File: src/hw/rtl/pgm_pkg.sv
// Shared types and constants for the PGM (P5) byte-stream parser.
// No dependencies; used by pgm_core and pgm_p5_stream_to_pixels_top.
`timescale 1ns / 1ps
`default_nettype none

package pgm_pkg;

  // Default coordinate counter width
  localparam int COORD_BITS_DEFAULT = 12;

  // Port widths fixed by the stream format
  localparam int DISP_W    = 12;
  localparam int PIX_W     = 12;
  localparam int LEVEL_W   = 3;
  localparam int STATUS_W  = 3;
  localparam int BYTE_W    = 8;
  localparam int CFG_IDX_W = 1;

  // Configuration register indexes
  localparam logic [CFG_IDX_W-1:0] CFG_DISPLAY_WIDTH  = 1'd0;
  localparam logic [CFG_IDX_W-1:0] CFG_DISPLAY_HEIGHT = 1'd1;

  localparam logic [DISP_W-1:0] DISPLAY_WIDTH_RST  = 12'd800;
  localparam logic [DISP_W-1:0] DISPLAY_HEIGHT_RST = 12'd600;

  // Status codes
  localparam logic [STATUS_W-1:0] ST_HEADER     = 3'd0;
  localparam logic [STATUS_W-1:0] ST_PIXELS     = 3'd1;
  localparam logic [STATUS_W-1:0] ST_BAD_MAGIC  = 3'd2;
  localparam logic [STATUS_W-1:0] ST_BAD_NUMBER = 3'd3;
  localparam logic [STATUS_W-1:0] ST_BAD_MAXVAL = 3'd4;

  // One result per input byte
  typedef struct packed {
    logic [STATUS_W-1:0] parse_status;
    logic [LEVEL_W-1:0]  pixel_level;
    logic [PIX_W-1:0]    pixel_y;
    logic [PIX_W-1:0]    pixel_x;
    logic                pixel_valid;
  } pixel_result_t;

endpackage

`default_nettype wire

File: src/hw/rtl/pgm_core.sv
// Parser state and per-byte next-state logic for the PGM (P5) stream.
// Depends on pgm_pkg.
`timescale 1ns / 1ps
`default_nettype none

module pgm_core #(
  parameter int COORD_BITS = pgm_pkg::COORD_BITS_DEFAULT
) (
  input  wire                              clk,
  input  wire                              rst,
  input  wire                              step,
  input  wire [pgm_pkg::BYTE_W-1:0]        data_byte,
  input  wire                              frame_start,
  input  wire [pgm_pkg::DISP_W-1:0]        display_width,
  input  wire [pgm_pkg::DISP_W-1:0]        display_height,
  output pgm_pkg::pixel_result_t           result
);

  localparam int ACC_W  = COORD_BITS + 1;
  localparam int PROD_W = ACC_W + 4;
  localparam int CMP_W  = (COORD_BITS > pgm_pkg::DISP_W) ? COORD_BITS : pgm_pkg::DISP_W;
  localparam logic [ACC_W-1:0] ACC_LIMIT = {1'b1, {COORD_BITS{1'b0}}};
  localparam logic [COORD_BITS-1:0] COORD_MAX = {COORD_BITS{1'b1}};

  localparam logic [3:0] PH_MAGIC_P    = 4'd0;
  localparam logic [3:0] PH_MAGIC_5    = 4'd1;
  localparam logic [3:0] PH_WIDTH      = 4'd2;
  localparam logic [3:0] PH_HEIGHT     = 4'd3;
  localparam logic [3:0] PH_MAXVAL     = 4'd4;
  localparam logic [3:0] PH_PIXELS     = 4'd5;
  localparam logic [3:0] PH_BAD_MAGIC  = 4'd6;
  localparam logic [3:0] PH_BAD_NUMBER = 4'd7;
  localparam logic [3:0] PH_BAD_MAXVAL = 4'd8;

  localparam logic [7:0] CHAR_P     = 8'h50;
  localparam logic [7:0] CHAR_5     = 8'h35;
  localparam logic [7:0] CHAR_0     = 8'h30;
  localparam logic [7:0] CHAR_9     = 8'h39;
  localparam logic [7:0] CHAR_HASH  = 8'h23;
  localparam logic [7:0] CHAR_LF    = 8'h0A;
  localparam logic [7:0] CHAR_SPACE = 8'h20;
  localparam logic [7:0] CHAR_TAB   = 8'h09;
  localparam logic [7:0] CHAR_CR    = 8'h0D;
  localparam logic [ACC_W-1:0] MAXVAL_OK = ACC_W'(255);
  localparam int LEVEL_SHIFT = 5;

  logic [3:0]            phase, phase_next;
  logic                  in_comment, in_comment_next;
  logic                  digit_seen, digit_seen_next;
  logic [ACC_W-1:0]      number_acc, number_acc_next;
  logic [COORD_BITS-1:0] image_width, image_width_next;
  logic [COORD_BITS-1:0] col_count, col_count_next;
  logic [COORD_BITS-1:0] row_count, row_count_next;

  logic [3:0]            ph;
  logic                  cmt, seen;
  logic [ACC_W-1:0]      acc;
  logic [PROD_W-1:0]     acc_prod;
  logic [COORD_BITS-1:0] col_inc;
  logic                  is_digit, is_space, in_disp;

  always_comb begin
    // frame_start clears the parser before this byte is looked at
    ph   = frame_start ? PH_MAGIC_P : phase;
    cmt  = frame_start ? 1'b0 : in_comment;
    seen = frame_start ? 1'b0 : digit_seen;
    acc  = frame_start ? '0 : number_acc;

    phase_next       = ph;
    in_comment_next  = cmt;
    digit_seen_next  = seen;
    number_acc_next  = acc;
    image_width_next = frame_start ? '0 : image_width;
    col_count_next   = frame_start ? '0 : col_count;
    row_count_next   = frame_start ? '0 : row_count;

    is_digit = (data_byte >= CHAR_0) && (data_byte <= CHAR_9);
    is_space = (data_byte == CHAR_SPACE) || ((data_byte >= CHAR_TAB) && (data_byte <= CHAR_CR));
    acc_prod = (PROD_W'(acc) << 3) + (PROD_W'(acc) << 1) + PROD_W'(data_byte[3:0]);
    col_inc  = col_count_next + 1'b1;
    in_disp  = (CMP_W'(col_count_next) < CMP_W'(display_width)) &&
               (CMP_W'(row_count_next) < CMP_W'(display_height));

    result = '0;

    case (ph)
      PH_MAGIC_P: begin
        phase_next = (data_byte == CHAR_P) ? PH_MAGIC_5 : PH_BAD_MAGIC;
      end
      PH_MAGIC_5: begin
        phase_next = (data_byte == CHAR_5) ? PH_WIDTH : PH_BAD_MAGIC;
      end
      PH_WIDTH, PH_HEIGHT, PH_MAXVAL: begin
        if (cmt) begin
          if (data_byte == CHAR_LF) in_comment_next = 1'b0;
        end else if (is_digit) begin
          number_acc_next = (acc_prod > PROD_W'(ACC_LIMIT)) ? ACC_LIMIT : acc_prod[ACC_W-1:0];
          digit_seen_next = 1'b1;
        end else if (is_space) begin
          if (seen) begin
            // close out the pending number
            number_acc_next = '0;
            digit_seen_next = 1'b0;
            if (ph == PH_MAXVAL) begin
              if (acc == '0)            phase_next = PH_BAD_NUMBER;
              else if (acc != MAXVAL_OK) phase_next = PH_BAD_MAXVAL;
              else                       phase_next = PH_PIXELS;
            end else if ((acc == '0) || acc[COORD_BITS]) begin
              phase_next = PH_BAD_NUMBER;
            end else if (ph == PH_WIDTH) begin
              image_width_next = acc[COORD_BITS-1:0];
              phase_next       = PH_HEIGHT;
            end else begin
              phase_next = PH_MAXVAL;
            end
          end
        end else if ((data_byte == CHAR_HASH) && !seen) begin
          in_comment_next = 1'b1;
        end else begin
          phase_next = PH_BAD_NUMBER;
        end
      end
      PH_PIXELS: begin
        if (in_disp) begin
          result.pixel_valid = 1'b1;
          result.pixel_x     = pgm_pkg::PIX_W'(col_count_next);
          result.pixel_y     = pgm_pkg::PIX_W'(row_count_next);
          result.pixel_level = data_byte[pgm_pkg::BYTE_W-1:LEVEL_SHIFT];
        end
        // wrap the column at image width, saturate the row
        if (col_inc >= image_width_next) begin
          col_count_next = '0;
          if (row_count_next != COORD_MAX) row_count_next = row_count_next + 1'b1;
        end else begin
          col_count_next = col_inc;
        end
      end
      default: ;
    endcase

    case (phase_next)
      PH_PIXELS:     result.parse_status = pgm_pkg::ST_PIXELS;
      PH_BAD_MAGIC:  result.parse_status = pgm_pkg::ST_BAD_MAGIC;
      PH_BAD_NUMBER: result.parse_status = pgm_pkg::ST_BAD_NUMBER;
      PH_BAD_MAXVAL: result.parse_status = pgm_pkg::ST_BAD_MAXVAL;
      default:       result.parse_status = pgm_pkg::ST_HEADER;
    endcase
  end

  always_ff @(posedge clk) begin
    if (rst) begin
      phase       <= PH_MAGIC_P;
      in_comment  <= 1'b0;
      digit_seen  <= 1'b0;
      number_acc  <= '0;
      image_width <= '0;
      col_count   <= '0;
      row_count   <= '0;
    end else if (step) begin
      phase       <= phase_next;
      in_comment  <= in_comment_next;
      digit_seen  <= digit_seen_next;
      number_acc  <= number_acc_next;
      image_width <= image_width_next;
      col_count   <= col_count_next;
      row_count   <= row_count_next;
    end
  end

endmodule

`default_nettype wire

File: src/hw/rtl/pgm_p5_stream_to_pixels_top.sv
// Top level of the PGM (P5) stream to 3-bit pixel converter: input register,
// display config registers, output register. Depends on pgm_pkg, pgm_core.
//
//   channel  | handshake                 | payload
//   ---------+---------------------------+------------------------------------
//   s_*      | s_tvalid / s_tready       | tdata: data_byte; tuser: frame_start
//   m_*      | m_tvalid / m_tready       | tdata: valid, x, y, level, status
//   cfg_*    | cfg_we                    | cfg_index, cfg_wdata
//
// One byte per cycle sustained while m_tready stays high; each byte passes the
// input register, then the parser step into the output register. The parser
// state loop closes on every step, so back-to-back transfers run at full rate.
// rst is synchronous and clears the parser and both stages; display size
// returns to 800 x 600. A stalled output holds its result; input is still
// taken while the input register drains into a free output register.
`timescale 1ns / 1ps
`default_nettype none

module pgm_p5_stream_to_pixels_top #(
  parameter int COORD_BITS = pgm_pkg::COORD_BITS_DEFAULT
) (
  input  wire                              clk,
  input  wire                              rst,
  input  wire                              s_tvalid,
  output logic                             s_tready,
  input  wire  [7:0]                       s_tdata,   // [7:0] data_byte
  input  wire  [0:0]                       s_tuser,   // [0] frame_start
  output logic                             m_tvalid,
  input  wire                              m_tready,
  // [0] pixel_valid, [12:1] pixel_x, [24:13] pixel_y, [27:25] pixel_level,
  // [30:28] parse_status, [31] zero
  output logic [31:0]                      m_tdata,
  input  wire                              cfg_we,
  input  wire  [pgm_pkg::CFG_IDX_W-1:0]    cfg_index,
  input  wire  [pgm_pkg::DISP_W-1:0]       cfg_wdata
);

  logic                           in_valid;
  logic [pgm_pkg::BYTE_W-1:0]     in_byte;
  logic                           in_start;
  logic                           out_valid;
  pgm_pkg::pixel_result_t         out_data;
  pgm_pkg::pixel_result_t         step_result;
  logic [pgm_pkg::DISP_W-1:0]     display_width;
  logic [pgm_pkg::DISP_W-1:0]     display_height;
  logic                           advance;

  assign advance  = in_valid && (!out_valid || m_tready);
  assign s_tready = !in_valid || advance;
  assign m_tvalid = out_valid;
  assign m_tdata  = {1'b0, out_data};

  always_ff @(posedge clk) begin
    if (rst) begin
      display_width  <= pgm_pkg::DISPLAY_WIDTH_RST;
      display_height <= pgm_pkg::DISPLAY_HEIGHT_RST;
    end else if (cfg_we) begin
      case (cfg_index)
        pgm_pkg::CFG_DISPLAY_WIDTH:  display_width  <= cfg_wdata;
        pgm_pkg::CFG_DISPLAY_HEIGHT: display_height <= cfg_wdata;
        default: ;
      endcase
    end
  end

  // input stage: hold the byte until the parser steps on it
  always_ff @(posedge clk) begin
    if (rst) begin
      in_valid <= 1'b0;
      in_byte  <= '0;
      in_start <= 1'b0;
    end else if (s_tready) begin
      in_valid <= s_tvalid;
      if (s_tvalid) begin
        in_byte  <= s_tdata;
        in_start <= s_tuser[0];
      end
    end
  end

  pgm_core #(
    .COORD_BITS(COORD_BITS)
  ) u_core (
    .clk            (clk),
    .rst            (rst),
    .step           (advance),
    .data_byte      (in_byte),
    .frame_start    (in_start),
    .display_width  (display_width),
    .display_height (display_height),
    .result         (step_result)
  );

  // output stage: hold the result until the transfer completes
  always_ff @(posedge clk) begin
    if (rst) begin
      out_valid <= 1'b0;
      out_data  <= '0;
    end else if (advance) begin
      out_valid <= 1'b1;
      out_data  <= step_result;
    end else if (m_tready) begin
      out_valid <= 1'b0;
    end
  end

endmodule

`default_nettype wire

File: config.mk
export PLATFORM = sky130hd
export DESIGN_NAME = pgm_p5_stream_to_pixels_top
export DESIGN_NICKNAME = d
export VERILOG_FILES = /design/src/hw/rtl/pgm_pkg.sv /design/src/hw/rtl/pgm_core.sv /design/src/hw/rtl/pgm_p5_stream_to_pixels_top.sv
export SDC_FILE = /design/constraint.sdc
export NUM_CORES = 1
export LEC_CHECK = 0
export BUFFER_PORTS_ARGS = -buffer_cell sky130_fd_sc_hd__buf_2
export CAP_MARGIN = 10
export CORE_ASPECT_RATIO = 0.7
export CORE_MARGIN = 5
export CORE_UTILIZATION = 35
export CTS_CLUSTER_SIZE = 14
export DETAILED_ROUTE_END_ITERATION = 16
export GPL_TIMING_DRIVEN = 0
export PLACE_DENSITY = 0.51
export SETUP_SLACK_MARGIN = 0.15
export SKIP_LAST_GASP = 1
export SYNTH_ARGS = -nofsm -noshare
export SYNTH_HDL_FRONTEND = slang
export SYNTH_SLANG_ARGS = --single-unit
File: constraint.sdc
create_clock -name clk -period 10.5 [get_ports clk]
set_input_delay 3.15 -clock clk [delete_from_list [all_inputs] [get_ports clk]]
set_output_delay 3.15 -clock clk [all_outputs]
set_load 0.05 [all_outputs]
==> metrics.cfg <==
[status]
status=complete, no violations

[critical_path]
cp_max_fo=10
r2r_setup_slack_ns=2.93
start_kind=register
regToRegEndpoint=u_core.row_count[10]
crit_slowest_cell=dfxtp_1
worstRegToRegCells=21
path_depth=21
startpoint=in_start
slowest_delay_ns=0.71
r2r-start=in_start
arrival_ns=7.89
endpoint=u_core.row_count[10]
cp-end-kind=register
path_delay_family=buffers and inverters
cp_common_cell=clkbuf_1
critPathBufInv=7
path_cells=buf_2, buf_1, clkbuf_1, clkbuf_1, clkbuf_1, nor2b_1, ha_1, nand3_1, nor2_1, and3_1, nand3_1, xnor2_1, ha_1, a2111o_1, a211oi_1, o21ai_1, nand3_1, clkbuf_1, clkbuf_1, o21ai_0, a221oi_1
crit_required_ns=10.82
critPathKind=register to register

[global_route]
grt_max_degree=17
grt_pass1_vias=6989
grt_util_all_layers_pct=21.0
antenna_found_initial=0
grt_pass1_wl_um=41500
overflow=0

[floorplan]
core_mm2=0.0216
die_area_mm2=0.0250
initial_core_util_pct=35.5
die_w_um=187
io_pins=61
rows=45
die_h_um=134

[cts]
cts_resized=0
postCtsHoldBufs=0
numClockSinks=121
ctsHtreeMaxLevel=4
cts.clk_slew.worst_paths_ns=0.07
numCtsBuffers=17
cts-root-buf=clkbuf_16
insertion_delay_ns=0.42
cts_setup_buffers=0
cts_buffer_depth=2
tritoncts=built

[yosys]
async_reset_ff_share_pct=0
syn_nets=1054
seq_area_frac_synth_pct=31.6
yosysWarnings=0
synth-edff-count=0
ys_types=81
synth-seq-cells=121
syn_avg_cell_area_um2=7.96
synth_cells=964
synthFlopType=dfxtp_1
netlist_area_mm2=0.00768

[final_layout]
final_common_cell=dfxtp_1
finish.utilization_pct=41.4
fin_area_mm2=0.00895
areaGrowthSynthToFinish_pct=16.6
insertedDiodeCount=0
drive_gt1_share_pct=12.2
final_nets=1132
stdcell_count=1337
mostFrequentLayoutCells=dfxtp_1, nand2_1, a21oi_1

[placement]
post_dp_cell_area_mm2=0.00832
dp_hpwl_um=20100
gp_congestion=0.921
dp.cells=1305
port_buffers=59

[power]
irDropWorstVdd_mv=0.131
power.leakage_nw=3.63
power_density_mw_per_mm2=142

[run]
cap_viol_max_count=0

[drt]
wl_um=26800
drc=0
wl_met1_um=14100
drt_pass1_iterations=6
drt-initial-drc-count=853
vias_per_cell=5.74
post_drt_wl_per_cell_um=20.0
final_antenna_net_count=0
wl_met2_um=9770
top_layer=met4
via_count=7668
met3_length_um=2660

[timing]
max_freq_ghz=0.132
max_slew_margin_pct=36.0
period_minus_slack_ns=7.57
worst_pin_slew_ns=0.957
slew_viol_final=0
hold_viol_final=0
period_share_pct=72.1
skew_ns=0.0144
setup_viol=0
setup_tns_ns=0
rsz0062_at_grt=no

[worst_hold_path]
hold_path.class=register to register

kinds of logic (layout without fill, tap and decap cells):
logic type | count (synthesis) | count (layout) | synth area share (%)
buf+inv | 103 | 194 | 5.41
flops | 121 | 121 | 31.6
mux | 4 | 4 | 0.522
xor+xnor | 18 | 18 | 2.05
compound gates | 286 | 286 | 26.0
fa+ha+maj | 63 | 63 | 10.5
other cells | 1 | 1 | 0.0489
simple gates | 368 | 368 | 24.0
worst min-delay path: cells and delay by family, from the launching register on:
family | cells | cell delay [ns]
flip-flops | 1 | 0.31
AO/OA/AOI/OAI | 1 | 0.05
AND/OR/NAND/NOR | 1 | 0.05
flip-flops by register name, summed over array words and instances, names as in the netlist:
name,count
m_tdata,31
u_core.number_acc,13
display_height,12
display_width,12
u_core.col_count,12
u_core.image_width,12
u_core.row_count,12
in_byte,8
u_core.phase,4
in_start,1
in_valid,1
m_tvalid,1
u_core.digit_seen,1
u_core.in_comment,1
report_power, final:
part / internal, W / switching (W)
logic: 0.0000479 / 0.000107
clock network: 0.000401 / 0.000238
registers: 0.000471 / 0.0000101
total: 0.000919 / 0.000355
metrics by stage:
| step | hold slack, ns | setup WS [ns] | power, W |
|---|---|---|---|
| 2_1_floorplan | 0.436 | 3.44 | 0.000588 |
| 3_5_place_dp | 0.449 | 3.14 | 0.000641 |
| 6_report | 0.455 | 2.93 | 0.00127 |
| 3_3_place_gp | 0.441 | 3.15 | 0.000641 |
| 4_1_cts | 0.456 | 3.13 | 0.00128 |
| 5_1_grt | 0.477 | 2.57 | 0.00132 |
worst min path at each step:
stage	startpoint	end	slack [ns]	cells past startpoint
floorplan	display_height[0]	display_height[0]	0.44	2
global placement	m_tdata[28]	m_tdata[28]	0.44	2
detailed placement	u_core.image_width[4]	u_core.image_width[4]	0.45	2
CTS	u_core.image_width[4]	u_core.image_width[4]	0.46	2
global route	u_core.image_width[4]	u_core.image_width[4]	0.48	2
finish	u_core.image_width[4]	u_core.image_width[4]	0.46	2
cell usage after synthesis, types with 16 or more instances:
library cell | instances | area share (%)
nor3_1 | 16 | 1.0
a21oi_1 | 87 | 5.7
a22o_1 | 28 | 3.2
o21ai_0 | 40 | 2.6
nor2b_1 | 37 | 3.0
dfxtp_1 | 121 | 32
inv_1 | 44 | 2.2
clkbuf_1 | 34 | 1.7
nor2_1 | 69 | 3.4
ha_1 | 61 | 9.9
nand3_1 | 46 | 3.0
nand2_1 | 118 | 5.8
final cells by class:
cell class	instances	area, µm²
Buffer	57	243
Clock buffer	19	433
Clock inverter	13	196
Fill cell	2263	12700
Inverter	46	173
Multi-Input combinational cell	740	4840
Sequential cell	121	2420
Tap cell	282	353
Timing Repair Buffer	59	295
layer usage:
metal  track usage, %  vias to the layer above
li1                 -                     3678
met1             34.6                     3590
met2             27.0                      375
met3             4.97                       25
met4             3.53                        0
met5                0                        -
Power figures use the tool's default switching activity.
